<file path="config.mk">
export PLATFORM = sky130hd
export DESIGN_NAME = wide_code_to_euc_jp_decoder_core_flat
export DESIGN_NICKNAME = d
export VERILOG_FILES = /design/src/hw/rtl/wcej_pkg.sv /design/src/hw/rtl/wcej_req_if.sv /design/src/hw/rtl/wcej_rsp_if.sv /design/src/hw/rtl/wide_code_to_euc_jp_decoder_core.sv /design/src/hw/rtl/wcej_front.sv /design/src/hw/rtl/wcej_queue.sv /design/src/hw/rtl/wcej_back.sv /design/src/flat_wrapper.sv
export SDC_FILE = /design/constraint.sdc
export NUM_CORES = 1
export LEC_CHECK = 0
export BUFFER_PORTS_ARGS = -buffer_cell sky130_fd_sc_hd__buf_4
export CAP_MARGIN = 20
export CORE_MARGIN = 4
export CORE_UTILIZATION = 50
export CTS_CLUSTER_SIZE = 12
export DETAILED_ROUTE_END_ITERATION = 6
export HOLD_SLACK_MARGIN = 0.1
export PLACE_DENSITY = 0.76
export SLEW_MARGIN = 0
export SYNTH_ARGS = -nofsm -noshare
export SYNTH_HDL_FRONTEND = slang
export SYNTH_SLANG_ARGS = --single-unit
</file>
<file path="constraint.sdc">
create_clock -name clock -period 7.7 [get_ports clock]
set_input_delay 1.54 -clock clock [delete_from_list [all_inputs] [get_ports clock]]
set_output_delay 1.54 -clock clock [all_outputs]
set_load 0.05 [all_outputs]
</file>
<file path="src/hw/rtl/wcej_pkg.sv">
// wcej_pkg: shared types and constants of the wide code to euc-jp decoder
// used by every module of the block; no dependencies

package wcej_pkg;

   localparam int WCEJ_MAX_BYTES   = 5;
   localparam int WCEJ_QUEUE_DEPTH = 2;

   localparam logic [7:0] HALF_HEAD = 8'h8E;
   localparam logic [7:0] SUPP_HEAD = 8'h8F;
   localparam logic [7:0] FW_A_LO   = 8'hA1;
   localparam logic [7:0] FW_A_HI   = 8'hA8;
   localparam logic [7:0] FW_B_LO   = 8'hB0;
   localparam logic [7:0] FW_B_HI   = 8'hF4;
   localparam logic [15:0] CIRC_LO  = 16'hADA1;
   localparam logic [15:0] CIRC_HI  = 16'hADB4;
   localparam logic [7:0] CIRC_BASE = 8'hA0;
   localparam logic [7:0] ASC_OPEN  = 8'h28;
   localparam logic [7:0] ASC_CLOSE = 8'h29;
   localparam logic [7:0] ASC_ZERO  = 8'h30;
   localparam logic [7:0] TERM_BYTE = 8'h00;

   // class code is {code[15], code[7]}
   typedef enum logic [1:0] {
      CLS_ASCII = 2'b00,
      CLS_HALF  = 2'b01,
      CLS_SUPP  = 2'b10,
      CLS_FULL  = 2'b11
   } wcej_class_type;

   typedef struct packed {
      logic [WCEJ_MAX_BYTES-1:0][7:0] bytes;
      logic [2:0]                     count;
   } wcej_entry_type;

   typedef struct packed {
      logic head_valid;
      logic not_full;
   } wcej_q_stat_type;

endpackage

</file>
<file path="src/hw/rtl/wcej_req_if.sv">
// wcej_req_if: request channel carrying one wide code per word
// depends on nothing

interface wcej_req_if;
   logic        valid;
   logic        ready;
   logic [15:0] code;
   logic        final_code;

   modport source (output valid, output code, output final_code, input ready);
   modport sink   (input valid, input code, input final_code, output ready);
endinterface

</file>
<file path="src/hw/rtl/wcej_rsp_if.sv">
// wcej_rsp_if: response channel carrying one output byte per word
// depends on nothing

interface wcej_rsp_if;
   logic       valid;
   logic       ready;
   logic [7:0] out_byte;
   logic       end_of_run;

   modport source (output valid, output out_byte, output end_of_run, input ready);
   modport sink   (input valid, input out_byte, input end_of_run, output ready);
endinterface

</file>
<file path="src/hw/rtl/wide_code_to_euc_jp_decoder_core.sv">
// wide_code_to_euc_jp_decoder_core: top level, wide codes in, euc-jp bytes out
// depends on wcej_pkg, wcej_req_if, wcej_rsp_if, wcej_front, wcej_queue, wcej_back
//
//   channel  dir  word                      handshake
//   req_ch   in   code[15:0], final_code    valid/ready
//   rsp_ch   out  out_byte[7:0], end_of_run valid/ready
//
// each code gives one to five output bytes; the back end's byte sequencer
// sends them one per cycle while rsp_ch is ready, and codes with no bytes are
// dropped; the front end classifies a code in its accept cycle and queues
// its bytes; the first byte reaches rsp_ch through the queue and output register
// reset is synchronous, active high, and clears queue and output valid
// a stalled output holds its byte while the queue keeps taking codes until full

module wide_code_to_euc_jp_decoder_core
   import wcej_pkg::*;
#(
   parameter int QUEUE_DEPTH = WCEJ_QUEUE_DEPTH
) (
   input  logic       clock,
   input  logic       reset,
   wcej_req_if.sink   req_ch,
   wcej_rsp_if.source rsp_ch
);

   wcej_q_stat_type q_stat;
   wcej_entry_type  push_entry;
   wcej_entry_type  head_entry;
   logic            push_valid;
   logic            pop;

   wcej_front u_front (
      .req_ch     (req_ch),
      .q_stat     (q_stat),
      .push_valid (push_valid),
      .push_entry (push_entry)
   );

   wcej_queue #(
      .QUEUE_DEPTH (QUEUE_DEPTH)
   ) u_queue (
      .clock      (clock),
      .reset      (reset),
      .push_valid (push_valid),
      .push_entry (push_entry),
      .pop        (pop),
      .q_stat     (q_stat),
      .head_entry (head_entry)
   );

   wcej_back u_back (
      .clock      (clock),
      .reset      (reset),
      .q_stat     (q_stat),
      .head_entry (head_entry),
      .pop        (pop),
      .rsp_ch     (rsp_ch)
   );

endmodule

</file>
<file path="src/hw/rtl/wcej_front.sv">
// wcej_front: accepts request words and classifies them into byte bundles
// depends on wcej_pkg and wcej_req_if

module wcej_front
   import wcej_pkg::*;
(
   wcej_req_if.sink        req_ch,
   input  wcej_q_stat_type q_stat,
   output logic            push_valid,
   output wcej_entry_type  push_entry
);

   wcej_class_type cls;
   logic [7:0]     hi;
   logic [7:0]     lo;
   logic [7:0]     num;
   logic [7:0]     tens;
   logic [7:0]     units;
   logic           in_range_a;
   logic           in_range_b;
   logic           is_circ;

   assign hi  = req_ch.code[15:8];
   assign lo  = req_ch.code[7:0];
   assign cls = wcej_class_type'({req_ch.code[15], req_ch.code[7]});

   assign in_range_a = (hi >= FW_A_LO) && (hi <= FW_A_HI);
   assign in_range_b = (hi >= FW_B_LO) && (hi <= FW_B_HI);
   assign is_circ    = (req_ch.code >= CIRC_LO) && (req_ch.code <= CIRC_HI);

   // circled number split into decimal digits
   always_comb begin
      num = lo - CIRC_BASE;
      if (num >= 8'd20) begin
         tens  = 8'd2;
         units = num - 8'd20;
      end else if (num >= 8'd10) begin
         tens  = 8'd1;
         units = num - 8'd10;
      end else begin
         tens  = 8'd0;
         units = num;
      end
   end

   always_comb begin
      push_entry = '0;
      case (cls)
         CLS_ASCII: begin
            push_entry.bytes[0] = {1'b0, req_ch.code[6:0]};
            push_entry.count    = 3'd1;
         end
         CLS_HALF: begin
            push_entry.bytes[0] = HALF_HEAD;
            push_entry.bytes[1] = {1'b1, req_ch.code[6:0]};
            push_entry.count    = 3'd2;
         end
         CLS_SUPP: begin
            push_entry.bytes[0] = SUPP_HEAD;
            push_entry.bytes[1] = hi;
            push_entry.bytes[2] = {1'b1, lo[6:0]};
            push_entry.count    = 3'd3;
         end
         CLS_FULL: begin
            if (in_range_a || in_range_b) begin
               push_entry.bytes[0] = hi;
               push_entry.bytes[1] = lo;
               push_entry.count    = 3'd2;
            end else if (is_circ) begin
               push_entry.bytes[0] = ASC_OPEN;
               if (tens != 8'd0) begin
                  push_entry.bytes[1] = ASC_ZERO + tens;
                  push_entry.bytes[2] = ASC_ZERO + units;
                  push_entry.bytes[3] = ASC_CLOSE;
                  push_entry.count    = 3'd4;
               end else begin
                  push_entry.bytes[1] = ASC_ZERO + units;
                  push_entry.bytes[2] = ASC_CLOSE;
                  push_entry.count    = 3'd3;
               end
            end
         end
         default: begin
            push_entry = '0;
         end
      endcase
      // terminator after the last code of a string
      if (req_ch.final_code) begin
         push_entry.bytes[push_entry.count] = TERM_BYTE;
         push_entry.count = push_entry.count + 3'd1;
      end
   end

   assign req_ch.ready = q_stat.not_full;
   // words that give no bytes are dropped here
   assign push_valid   = req_ch.valid && q_stat.not_full && (push_entry.count != 3'd0);

endmodule

</file>
<file path="src/hw/rtl/wcej_queue.sv">
// wcej_queue: short fifo of byte bundles between front and back
// depends on wcej_pkg

module wcej_queue
   import wcej_pkg::*;
#(
   parameter int QUEUE_DEPTH = WCEJ_QUEUE_DEPTH
) (
   input  logic            clock,
   input  logic            reset,
   input  logic            push_valid,
   input  wcej_entry_type  push_entry,
   input  logic            pop,
   output wcej_q_stat_type q_stat,
   output wcej_entry_type  head_entry
);

   localparam int PW = $clog2(QUEUE_DEPTH);
   localparam int CW = $clog2(QUEUE_DEPTH + 1);
   localparam logic [PW-1:0] LAST_PTR = PW'(QUEUE_DEPTH - 1);
   localparam logic [CW-1:0] FULL_CNT = CW'(QUEUE_DEPTH);

   wcej_entry_type mem_ff [QUEUE_DEPTH];
   logic [PW-1:0]  wr_ptr_ff, wr_ptr_in;
   logic [PW-1:0]  rd_ptr_ff, rd_ptr_in;
   logic [CW-1:0]  cnt_ff, cnt_in;
   logic           do_pop;

   assign do_pop = pop && (cnt_ff != '0);

   always_comb begin
      wr_ptr_in = wr_ptr_ff;
      rd_ptr_in = rd_ptr_ff;
      cnt_in    = cnt_ff;
      if (push_valid) begin
         wr_ptr_in = (wr_ptr_ff == LAST_PTR) ? '0 : wr_ptr_ff + 1'b1;
      end
      if (do_pop) begin
         rd_ptr_in = (rd_ptr_ff == LAST_PTR) ? '0 : rd_ptr_ff + 1'b1;
      end
      if (push_valid && !do_pop) begin
         cnt_in = cnt_ff + 1'b1;
      end else if (!push_valid && do_pop) begin
         cnt_in = cnt_ff - 1'b1;
      end
   end

   always_ff @(posedge clock) begin
      if (reset) begin
         wr_ptr_ff <= '0;
         rd_ptr_ff <= '0;
         cnt_ff    <= '0;
      end else begin
         wr_ptr_ff <= wr_ptr_in;
         rd_ptr_ff <= rd_ptr_in;
         cnt_ff    <= cnt_in;
      end
   end

   always_ff @(posedge clock) begin
      if (push_valid) begin
         mem_ff[wr_ptr_ff] <= push_entry;
      end
   end

   assign head_entry        = mem_ff[rd_ptr_ff];
   assign q_stat.head_valid = (cnt_ff != '0);
   assign q_stat.not_full   = (cnt_ff != FULL_CNT);

   a_cnt_bound: assert property (@(posedge clock) disable iff (reset)
      cnt_ff <= FULL_CNT)
      else $error("queue count above depth");

   a_no_overflow: assert property (@(posedge clock) disable iff (reset)
      (cnt_ff == FULL_CNT) |-> !push_valid)
      else $error("push into full queue");

   a_ptr_gap: assert property (@(posedge clock) disable iff (reset)
      ((cnt_ff == '0) || (cnt_ff == FULL_CNT)) |-> (wr_ptr_ff == rd_ptr_ff))
      else $error("queue pointers out of step with count");

endmodule

</file>
<file path="src/hw/rtl/wcej_back.sv">
// wcej_back: sends the head bundle's bytes one per cycle while rsp_ch is ready
// depends on wcej_pkg and wcej_rsp_if

module wcej_back
   import wcej_pkg::*;
(
   input  logic            clock,
   input  logic            reset,
   input  wcej_q_stat_type q_stat,
   input  wcej_entry_type  head_entry,
   output logic            pop,
   wcej_rsp_if.source      rsp_ch
);

   logic [2:0] idx_ff, idx_in;
   logic       valid_ff, valid_in;
   logic [7:0] byte_ff, byte_in;
   logic       eor_ff, eor_in;
   logic       load;
   logic       last;

   assign load = q_stat.head_valid && (!valid_ff || rsp_ch.ready);
   assign last = (idx_ff == head_entry.count - 3'd1);
   assign pop  = load && last;

   always_comb begin
      idx_in   = idx_ff;
      valid_in = valid_ff && !rsp_ch.ready;
      byte_in  = byte_ff;
      eor_in   = eor_ff;
      if (load) begin
         valid_in = 1'b1;
         byte_in  = head_entry.bytes[idx_ff];
         eor_in   = last;
         idx_in   = last ? 3'd0 : idx_ff + 3'd1;
      end
   end

   always_ff @(posedge clock) begin
      if (reset) begin
         idx_ff   <= '0;
         valid_ff <= 1'b0;
      end else begin
         idx_ff   <= idx_in;
         valid_ff <= valid_in;
      end
      byte_ff <= byte_in;
      eor_ff  <= eor_in;
   end

   assign rsp_ch.valid      = valid_ff;
   assign rsp_ch.out_byte   = byte_ff;
   assign rsp_ch.end_of_run = eor_ff;

   a_idx_in_bundle: assert property (@(posedge clock) disable iff (reset)
      q_stat.head_valid |-> (idx_ff < head_entry.count))
      else $error("byte index past bundle");

   a_pop_marks_end: assert property (@(posedge clock) disable iff (reset)
      pop |=> (valid_ff && eor_ff))
      else $error("bundle retired without end of run");

   a_idx_restart: assert property (@(posedge clock) disable iff (reset)
      pop |=> (idx_ff == 3'd0))
      else $error("index not cleared after bundle");

endmodule
</file>
<file path="src/flat_wrapper.sv">
// flat-port wrapper written by rule: the top's interface ports become plain ports
module wide_code_to_euc_jp_decoder_core_flat import wcej_pkg::*;
#(
   parameter int QUEUE_DEPTH = WCEJ_QUEUE_DEPTH
)
  (clock, reset, req_ch_valid, req_ch_code, req_ch_final_code, req_ch_ready, rsp_ch_valid, rsp_ch_out_byte, rsp_ch_end_of_run, rsp_ch_ready);
  wcej_req_if req_ch_i ();
  wcej_rsp_if rsp_ch_i ();
  input  logic clock;
  input  logic reset;
  input wire logic [$bits(req_ch_i.valid)-1:0] req_ch_valid;
  input wire logic [$bits(req_ch_i.code)-1:0] req_ch_code;
  input wire logic [$bits(req_ch_i.final_code)-1:0] req_ch_final_code;
  output wire logic [$bits(req_ch_i.ready)-1:0] req_ch_ready;
  output wire logic [$bits(rsp_ch_i.valid)-1:0] rsp_ch_valid;
  output wire logic [$bits(rsp_ch_i.out_byte)-1:0] rsp_ch_out_byte;
  output wire logic [$bits(rsp_ch_i.end_of_run)-1:0] rsp_ch_end_of_run;
  input wire logic [$bits(rsp_ch_i.ready)-1:0] rsp_ch_ready;
  assign req_ch_i.valid = req_ch_valid;
  assign req_ch_i.code = req_ch_code;
  assign req_ch_i.final_code = req_ch_final_code;
  assign req_ch_ready = req_ch_i.ready;
  assign rsp_ch_valid = rsp_ch_i.valid;
  assign rsp_ch_out_byte = rsp_ch_i.out_byte;
  assign rsp_ch_end_of_run = rsp_ch_i.end_of_run;
  assign rsp_ch_i.ready = rsp_ch_ready;
  wide_code_to_euc_jp_decoder_core #(.QUEUE_DEPTH(QUEUE_DEPTH)) u_core (.clock(clock), .reset(reset), .req_ch(req_ch_i), .rsp_ch(rsp_ch_i));
endmodule
</file>
# Word level (Yosys, flattened, before mapping)
# Memory sizes are Yosys's and may differ from the RTL's. A register that Yosys moved wholly into a read port is not among the register bits.
# Cells that the tools add are included.
# classes
addsub	12
magnitude_cmp	11
eq_ne	5
muxes	29
bitwise	2
n_reduce_logical	23
# op_table
op	count
11-bit case mux with 4 select lines	1
43-bit 2-to-1 mux	1
32-bit by 40-bit AND with 40-bit output	1
8-bit 2-to-1 mux	5
40-bit inverter	1
35-bit 2-to-1 mux	1
16-bit 2-to-1 mux	2
8-bit binary-select mux with 3-bit select	1
8-bit demux with 3-bit select	1
8-bit case mux with 3 select lines	1
19-bit 2-to-1 mux	1
6-bit by 8-bit adder with 8-bit output, first input constant	2
16-bit greater-or-equal comparator, second input constant	1
8-bit greater-or-equal comparator, second input constant	2
16-bit less-or-equal comparator, second input constant	1
8-bit less-or-equal comparator, second input constant	2
8-bit case mux with 2 select lines	1
1-bit logical AND	12
8-bit by 4-bit greater-or-equal comparator with 1-bit output, second input constant	1
8-bit by 5-bit greater-or-equal comparator with 1-bit output, second input constant	1
3-bit by 4-bit < comparator with 1-bit output, second input constant	2
1-bit 2-to-1 mux	8
8-bit nonzero test	1
8-bit by 4-bit subtractor with 8-bit output, second input constant	1
20 further kinds	31
# totals
register_bits	17
mem_bits_rw	86
input_bits	21
out_inout_bits	11
mem_count	1
# mem_list
memory	words	width	rd	rd_clocked_by_memory_dff	write_ports	line_no	rtl
u_core.u_queue.mem_ff	2	43	1	1	1	wcej_queue.sv:23	wcej_entry_type mem_ff [QUEUE_DEPTH];

# Depth between registers and ports, before layout
# Gate-level depths: netlist of the first run.
# depth
word_depth	22
ltp_mapped	16
depth_no_buf	15

# Modules after synthesis
# From an unflattened synthesis of the first run, not the netlist that was laid out.
# hier_totals
cells_unflattened	419
hier_area_um2	5403.9
# by_module_without_submodules
mod	instances	cells_per_inst	area_each_um2
wcej_queue	1	156	3300.7
wcej_front	1	188	1238.7
wcej_back	1	75	864.6

# Least setup slack after synthesis of the first run
# OpenSTA, ideal clock, no wires.
# synth_timing
path_type	input to register
startpoint	in req_ch_code[5]
endpoint	reg u_core.u_queue.cnt_ff[1]
arrival_ns	4.643
required_time_ns	7.630
slack_ns	2.987
stages	15
path_buffers	1
path_cell_list	buf_2 inv_1 ha_1 xor2_2 nor4b_4 and3_1 nand2_1 a31oi_2 ha_1 nor2_1 a31oi_2 and2_4 ha_1 or3_1 a21oi_1
# synth_via
elab_chain_cells	16
word_cells_on_any_way	22
# synth_rtl
element	line_no	rtl
start: declaration	flat_wrapper.sv:12	input wire logic [$bits(req_ch_i.code)-1:0] req_ch_code;
8-bit subtractor	wcej_front.sv:33	num = lo - CIRC_BASE;
8-bit by 4-bit greater-or-equal comparator with 1-bit output	wcej_front.sv:37	end else if (num >= 8'd10) begin
1-bit 2-to-1 mux	wcej_front.sv:37	
2-bit 2-to-1 mux	wcej_front.sv:34	if (num >= 8'd20) begin
8-bit nonzero test	wcej_front.sv:71	if (tens != 8'd0) begin
3-bit 2-to-1 mux	wcej_front.sv:71	
35-bit 2-to-1 mux *	wcej_front.sv:69	end else if (is_circ) begin
19-bit 2-to-1 mux *	wcej_front.sv:65	if (in_range_a || in_range_b) begin
11-bit case mux with 4 select lines *	wcej_front.sv:48	case (cls)
3-bit by 1-bit adder with 3-bit output	wcej_front.sv:90	push_entry.count = push_entry.count + 3'd1;
43-bit 2-to-1 mux *	wcej_front.sv:88	if (req_ch.final_code) begin
3-bit nonzero test *	wcej_front.sv:96	assign push_valid = req_ch.valid && q_stat.not_full && (push_entry.count != 3'd0);
1-bit logical AND *	wcej_front.sv:96	
via u_core.push_valid	wide_code_to_euc_jp_decoder_core.sv:29	logic push_valid;
1-bit logical NOT	wcej_queue.sv:43	end else if (!push_valid && do_pop) begin
1-bit logical AND	wcej_queue.sv:43	
2-bit nonzero test (no source line)	--	
end signal: assignment	wcej_queue.sv:56	cnt_ff <= cnt_in;
end: declaration	wcej_queue.sv:26	logic [CW-1:0] cnt_ff, cnt_in;
# The timed path passes the listed nets; every way through them passes the cells marked *.
# A chain may end at the register's enable or synchronous reset.

# Final worst setup path of the first run
# layout_timing
startpoint	in req_ch_code[2]
endpoint	mem u_core.u_queue.mem_ff[0][9] in the netlist's numbering (enable)
# layout_via
elab_chain_cells	15
word_cells_on_any_way	19
# layout_rtl
element	line_no	rtl
8-bit subtractor	wcej_front.sv:33	
8-bit by 4-bit greater-or-equal comparator with 1-bit output	wcej_front.sv:37	
1-bit 2-to-1 mux	wcej_front.sv:37	
2-bit 2-to-1 mux	wcej_front.sv:34	
8-bit nonzero test	wcej_front.sv:71	
3-bit 2-to-1 mux	wcej_front.sv:71	
35-bit 2-to-1 mux *	wcej_front.sv:69	
19-bit 2-to-1 mux *	wcej_front.sv:65	
11-bit case mux with 4 select lines *	wcej_front.sv:48	
3-bit by 1-bit adder with 3-bit output	wcej_front.sv:90	
43-bit 2-to-1 mux *	wcej_front.sv:88	
3-bit nonzero test *	wcej_front.sv:96	
1-bit logical AND *	wcej_front.sv:96	
via u_core.push_valid	wide_code_to_euc_jp_decoder_core.sv:29	
1-bit 2-to-1 mux *	wcej_queue.sv:61	if (push_valid) begin
1-bit 2-to-1 mux (not written as such) *	wcej_queue.sv:62	mem_ff[wr_ptr_ff] <= push_entry;
end: declaration	wcej_queue.sv:23	
# Marked as above.

==> results of run 1 <==
-- registers in the layout, summed over array words and instances, names as in the netlist, named ones only --
signal	cells
u_core.u_back.idx_ff	3
u_core.u_back.rsp_ch.end_of_run	1
u_core.u_back.rsp_ch.out_byte	8
u_core.u_back.rsp_ch.valid	1
u_core.u_queue.cnt_ff	2
u_core.u_queue.mem_ff	56
u_core.u_queue.rd_ptr_ff	1
u_core.u_queue.wr_ptr_ff	1
-- worst reg2reg max path, stage by stage (launching register included) --
cell and delay (ns):
dfxtp_1 0.31, buf_4 0.31, mux2i_1 0.32, ha_1 0.20, xor2_1 0.21, xnor2_1 0.12, nor3_1 0.21, and2_1 0.22
inv_1 0.06, ha_1 0.32, or3_1 0.37, a21oi_1 0.13
-- cell families after synthesis --
| family | share of synthesized area [%] |
|---|---|
| multiplexers | 8.30 |
| flip-flops | 53.2 |
| AND/OR/NAND/NOR | 13.7 |
| buffers and inverters | 2.37 |
| XOR/XNOR | 3.87 |
| adder cells (fa/ha/maj) | 4.37 |
| AO/OA/AOI/OAI | 14.2 |
-- layout by cell type (no fill, tap or decap), types with 6 or more instances in the layout --
cell type  instances
xnor2_1            8
nor2_1            26
dfxtp_1            9
xor2_1             6
a21oi_1           23
nand2_1           23
a22oi_1           10
inv_1             10
nand3_1            8
nor3_1             6
ha_1              14
clkbuf_8           9
edfxtp_1          65
o21ai_0           13
nand2b_1           6
mux4_2             8
mux2_2            10
buf_4             32
-- power by group --
group / internal (W) / switching [W] / leakage (nW)
clock: 0.000113 / 0.000123 / 0.0796
combinational: 0.000178 / 0.000286 / 0.834
sequential: 0.000551 / 0.0000372 / 0.687
-- layer usage --
layer | wire length (um) | global-route usage (%) | vias up | share of wire, %
li1 | - | - | 1324 | -
met5 | 0 | 0 | - | 0
met3 | 474 | 2.87 | 22 | 5.9
met2 | 3980 | 29.0 | 127 | 49
met4 | 247 | 7.67 | 0 | 3.1
met1 | 3390 | 21.9 | 1293 | 42
-- final cells by class --
| class | instances | area, um^2 |
|---|---|---|
| inverters | 11 | 41.3 |
| well taps | 102 | 128 |
| clock inverters | 5 | 21.3 |
| multi-input cells | 234 | 1780 |
| flip-flops and latches | 74 | 2130 |
| fillers | 658 | 3290 |
| repair buffers | 32 | 240 |
| clock buffers | 11 | 131 |
-- worst paths after layout --
check | to | cells past startpoint | start
setup / recovery | u_core.u_queue.mem_ff[0][9]$_DFFE_PP_ | 13 | req_ch_code[2]
hold / removal | u_core.u_back.rsp_ch.valid$_SDFF_PP0_ | 2 | u_core.u_back.rsp_ch.valid$_SDFF_PP0_
setup reg to reg | u_core.u_queue.cnt_ff[1]$_SDFFE_PP0P_ | 11 | register
hold reg to reg | u_core.u_back.rsp_ch.valid$_SDFF_PP0_ | 2 | u_core.u_back.rsp_ch.valid$_SDFF_PP0_
-- metrics by stage --
| step | util (%) | hold WS, ns | total power [W] | area [um^2] | std cells |
|---|---|---|---|---|---|
| floorplan | - | 0.479 | 0.000942 | 4010 | 331 |
| global placement | 55.7 | 0.478 | 0.00105 | 4320 | 453 |
| detailed placement | 55.7 | 0.487 | 0.00106 | 4320 | 453 |
| CTS | 57.6 | 0.499 | 0.00130 | 4480 | 469 |
| global route | 57.6 | 0.533 | 0.00136 | 4480 | 469 |
| finish | 57.6 | 0.496 | 0.00129 | 4480 | 469 |
==> out/qor.csv, run 1 <==
stage,metric,value,unit
logic_synthesis,leading area contributor after synthesis,edfxtp_1,
floorplan,chip width,97.5,um
setup_path,crit path kind,input port to register,
logic_synthesis,Area contributors post-synth,"edfxtp_1, dfxtp_1, mux4_2",
worst_hold_path,hold crit path type,register to register,
power_and_ir_drop,pwr/cell area,288,nW/um^2
setup_path,"slowest stage delay, CP",0.67,ns
cts,total CTS buffers,9,
logic_synthesis,"Primary FF master, synth",edfxtp_1,
logic_synthesis,top-count cell post-synth,edfxtp_1,
sta,f_max,0.189,GHz
route,drt pass-1 iters,6,
cts,Post-CTS Setup Bufs,0,
cts,H-tree levels,3,
cts,PostCTS Resize Cnt,0,
cts,Max Root-Sink Buffers,2,
logic_synthesis,Netlist cell types,65,
route,DRT iter0 DRCs,164,
setup_path,Top delay family on crit path,simple AND/OR/NAND/NOR gates,
route,vias per cell,5.90,
logic_synthesis,sequential share of the synthesized area,53.2,%
sta,"Slew Viols, Final",0,
place,I/O Buffers,31,
sta,Final setup viols,0,
route,post-route DRC violation count,0,
setup_path,crit path cell chain,"buf_4, inv_1, ha_1, nor4b_1, or4_1, a31oi_1, nand2_1, a31oi_2, ha_1, nor2_1, a31oi_2, and2_4, nor2b_4",
place,HPWL after DPL,6000,um
sta,setup_tns,0,ns
run,MaxCap Viol Count,0,
grt,first-pass GRT wire length,13100,um
route,via count,2766,
logic_synthesis,Post-synth EDFFs,65,
setup_path,CP bufs+invs,2,
sta,RSZ-0062 raised after global routing,false,
cts,TritonCTS clock tree,built,
grt,All-Layer GR Usage,17.2,%
cts,clk slew on worst S/H paths,0.06,ns
sta,worst slew pin tran,1.02,ns
layout,ant diodes,0,
floorplan,Die ar.,9510,um^2
layout,area growth from synthesis to layout,11.6,%
power_and_ir_drop,leak pwr,1.60,nW
grt,vias in the first global route,2654,
route,routed wire length,8090,um
floorplan,Core Area,7770,um^2
layout,layout cell share with drive strength beyond 1,22.1,%
setup_path,CP required,7.65,ns
grt,antenna violations before repair,0,
logic_synthesis,ys async rst share,0,%
grt,GRT overflow,0,
setup_path,CP Capture Type,register,
cts,CTS sink count,74,
place,Placer Congestion,1.05,
run_status,status,"complete, no violations",
logic_synthesis,Synth Net Count,366,
setup_path,crit start category,input port,
setup_path,CP Data Arrival Time,5.25,ns
setup_path,Max Fanout on Critical Path,28,
logic_synthesis,post-synthesis register bit count,74,
grt,largest net degree at the start of global routing,29,
setup_path,CP max-delay cell,nor2b_4,
place,dpl ws,2.08,ns
floorplan,placement row count,32,
floorplan,Initial Util,51.6,%
logic_synthesis,post-synthesis area per instance,12.1,um^2
route,DRT antenna net count,0,
floorplan,io pins,32,
sta,final clock skew,0.00822,ns
floorplan,Die Ht,97.5,um
setup_path,R2R setup slack,4.86,ns
sta,"Hold Vio Cnt, Final",0,
cts,Root Buffer,clkbuf_8,
logic_synthesis,Commonest cells post-synth,"edfxtp_1, nor2_1, a21oi_1, nand2_1, ha_1",
sta,final clock period utilization by the worst path,68.8,%
sta,Slew headroom,31.6,%
power_and_ir_drop,VDD IR-drop max,0.0966,mV
cts,Hold Buf Count CTS,0,
sta,post-layout min period,5.30,ns
logic_synthesis,Yosys warning count,0,
logic_synthesis,Yosys top cell area share,48.7,%
cts,Clock Latency Late Sink,0.33,ns
logic_synthesis,Post-Syn Area,4010,um^2
route,Routed WL per cell,17.3,um
layout,fin nets,397,
sta,fin worst setup slack,2.40,ns
logic_synthesis,Post-Syn Instances,331,
Note: power is estimated with default switching activity, not from simulation.
==> run 2, diff against run 1 <==
--- a/config.mk
+++ b/config.mk
@@ -5,6 +5,7 @@
 export SDC_FILE = /design/constraint.sdc
 export NUM_CORES = 1
 export LEC_CHECK = 0
+export ABC_AREA = 1
 export BUFFER_PORTS_ARGS = -buffer_cell sky130_fd_sc_hd__buf_4
 export CAP_MARGIN = 20
 export CORE_MARGIN = 4
==> constraint.sdc (replaced) <==
create_clock -name clock -period 5.5 [get_ports clock]
set_input_delay 1.1 -clock clock [delete_from_list [all_inputs] [get_ports clock]]
set_output_delay 1.1 -clock clock [all_outputs]
set_load 0.05 [all_outputs]
==> out/qor.csv, run 2 <==
stage,metric,value,unit
run_status,status,"complete, no violations",
layout,layout cell share with drive strength beyond 1,16.9,%
sta,RSZ-0062 raised after global routing,false,
place,dpl ws,1.23,ns
power_and_ir_drop,pwr/cell area,415,nW/um^2
sta,fin worst setup slack,1.58,ns
setup_path,crit start category,input port,
route,drt pass-1 iters,5,
layout,Largest Register,u_core.u_queue.mem_ff,
route,Post-Route M1 WL,4460,um
logic_synthesis,sequential share of the synthesized area,51.3,%
worst_hold_path,hold path cells,2,
cts,Max Root-Sink Buffers,2,
route,DRT antenna net count,0,
floorplan,Die Ht,99.1,um
floorplan,chip width,99.1,um
layout,"commonest non-fill, non-tap cell in the layout",nand2_1,
cts,Hold Buf Count CTS,0,
logic_synthesis,post-synthesis register bit count,74,
grt,first-pass GRT wire length,15900,um
floorplan,Core Area,7890,um^2
layout,"commonest non-fill, non-tap cells in the layout","nand2_1, edfxtp_1, o21ai_0",
setup_path,worst reg-to-reg path cell count,13,
layout,Fill cells,693,
power_and_ir_drop,leak pwr,1.88,nW
setup_path,R2R setup slack,2.44,ns
grt,antenna violations before repair,0,
cts,Post-CTS Setup Bufs,0,
run,MaxCap Viol Count,0,
logic_synthesis,Synth Net Count,482,
setup_path,crit path kind,input port to register,
setup_path,"slowest stage delay, CP",0.30,ns
cts,PostCTS Resize Cnt,0,
sta,"Hold Vio Cnt, Final",0,
sta,f_max,0.255,GHz
logic_synthesis,Area contributors post-synth,"edfxtp_1, nand2_1, o21ai_0",
setup_path,CP Capture Type,register,
route,routed wire length,10100,um
worst_hold_path,hold_sp,u_core.u_back.rsp_ch.valid$_SDFF_PP0_,
setup_path,crit path cell chain,"buf_4, inv_1, ha_1, xor2_2, nand3_2, nor2_8, nand3_1, nand2_1, ha_1, or2_2, nand2_1, nand3_2, nand2_1, inv_1, ha_1, a21oi_1, o21ai_0, o21ai_0, a21oi_1",
worst_hold_path,hold crit path type,register to register,
floorplan,Die ar.,9830,um^2
layout,fin nets,516,
sta,Slew headroom,47.9,%
sta,post-layout min period,3.92,ns
sta,worst slew pin tran,0.781,ns
cts,Root Buffer,clkbuf_8,
route,Routed WL per cell,17.3,um
route,DRT iter0 DRCs,236,
setup_path,Max Fanout on Critical Path,10,
setup_path,Reg2Reg Capture Point,u_core.u_queue.cnt_ff[1]$_SDFFE_PP0P_,
layout,area growth from synthesis to layout,12.1,%
floorplan,placement row count,32,
setup_path,CP max-delay cell,ha_1,
route,metal3 WL,485,um
grt,All-Layer GR Usage,20.8,%
logic_synthesis,Yosys warning count,0,
sta,tightest hold margin,0.501,ns
cts,Clock Latency Late Sink,0.36,ns
place,Placer Congestion,1.07,
logic_synthesis,Yosys top cell area share,47.0,%
logic_synthesis,leading area contributor after synthesis,edfxtp_1,
logic_synthesis,"Primary FF master, synth",edfxtp_1,
logic_synthesis,ys async rst share,0,%
floorplan,io pins,32,
cts,H-tree levels,3,
route,post-route DRC violation count,0,
layout,fin area,4660,um^2
place,Placed Area,4490,um^2
sta,Final setup viols,0,
cts,TritonCTS clock tree,built,
route,Top Metal Used,met4,
floorplan,Initial Util,52.6,%
cts,CTS sink count,74,
grt,GRT overflow,0,
sta,setup_tns,0,ns
sta,final clock skew,0.0135,ns
logic_synthesis,top-count cell post-synth,nand2_1,
place,I/O Buffers,31,
logic_synthesis,Post-synth EDFFs,65,
cts,total CTS buffers,9,
logic_synthesis,Netlist cell types,44,
setup_path,CP Data Arrival Time,4.17,ns
route,vias per cell,5.68,
power_and_ir_drop,VDD IR-drop max,0.175,mV
grt,largest net degree at the start of global routing,29,
logic_synthesis,Commonest cells post-synth,"nand2_1, edfxtp_1, o21ai_0",
route,met2 wire length,4970,um
worst_hold_path,Hold Crit Endpoint,u_core.u_back.rsp_ch.valid$_SDFF_PP0_,
cts,clk slew on worst S/H paths,0.08,ns
sta,final clock period utilization by the worst path,71.3,%
logic_synthesis,Post-Syn Area,4150,um^2
layout,Finished Core Util,59.0,%
sta,"Slew Viols, Final",0,
layout,ant diodes,0,
route,via count,3340,
setup_path,CP required,5.75,ns
layout,max reg flops,56,
logic_synthesis,post-synthesis area per instance,9.29,um^2
grt,vias in the first global route,3176,
place,HPWL after DPL,7480,um
logic_synthesis,Post-Syn Instances,447,
run 2: cell types whose count changed after synthesis, moves of 7 or more:
cell,previous run,this run
a22oi_1,10,1
mux2_2,10,0
o21ai_0,13,49
o22ai_1,2,12
o21a_1,1,8
inv_1,10,42
nor2_1,26,45
nand3_1,8,18
mux4_2,8,0
nand2_1,23,73
xor2_1,6,13
run 2: cells by family (layout without fill, tap and decap cells):
family | count (synthesis) | in the layout | share of synthesized area [%]
xor gates and xnor gates | 16 | 16 | 3.56
AOI/OAI and AO/OA | 120 | 120 | 16.9
muxes | 2 | 2 | 0.482
buffers and inverters | 62 | 101 | 6.03
adders and majority gates | 14 | 14 | 4.22
and+or+nand+nor | 159 | 159 | 17.4
DFF | 74 | 74 | 51.3
run 2: routing by layer:
layer / up-vias / global-route usage (%)
met5: - / 0
met3: 20 / 3.93
li1: 1628 / -
met4: 0 / 8.61
met1: 1586 / 27.1
met2: 106 / 34.1
run 2: how the worst max path moves through the flow:
stage                        start                               endpoint  slack [ns]  cells after the start
floorplan           req_ch_code[5]  u_core.u_queue.mem_ff[0][0]$_DFFE_PP_        1.07                     14
global placement    req_ch_code[6]  u_core.u_queue.cnt_ff[1]$_SDFFE_PP0P_        1.37                     19
detailed placement  req_ch_code[6]  u_core.u_queue.cnt_ff[1]$_SDFFE_PP0P_        1.23                     19
CTS                 req_ch_code[6]  u_core.u_queue.cnt_ff[1]$_SDFFE_PP0P_        1.62                     19
global route        req_ch_code[2]  u_core.u_queue.cnt_ff[1]$_SDFFE_PP0P_        1.34                     20
finish              req_ch_code[6]  u_core.u_queue.cnt_ff[1]$_SDFFE_PP0P_        1.58                     19
run 2: cell type report:
type | instances | area [um^2] | share of cell area (%)
sequential | 74 | 2130 | 45.8
timing repair buffer | 35 | 263 | 5.64
inverter | 50 | 190 | 4.08
clock buffer | 9 | 124 | 2.66
clock inverter | 7 | 46.3 | 0.994
multi-input combinational | 311 | 1770 | 38.1
tap | 102 | 128 | 2.74
run 2: through the flow:
step | power, W | instances
5_1_grt | 0.00204 | 588
3_3_place_gp | 0.00157 | 572
3_5_place_dp | 0.00158 | 572
2_1_floorplan | 0.00137 | 447
4_1_cts | 0.00194 | 588
6_report | 0.00193 | 588
run 2: worst max-delay path, delay by kind of cell:
| kind | cells | cell delay [ns] |
|---|---|---|
| xor+xnor | 1 | 0.25 |
| fa+ha+maj | 3 | 0.79 |
| compound gates | 4 | 0.44 |
| buf+inv | 3 | 0.36 |
| simple gates | 8 | 1.23 |
run 2: power by group:
part | leakage [nW] | internal [W] | switching [W]
Combinational | 1.10 | 0.000228 | 0.000506
Sequential | 0.684 | 0.000776 | 0.0000615
Clock | 0.0927 | 0.000162 | 0.000198
Total | 1.88 | 0.00117 | 0.000765
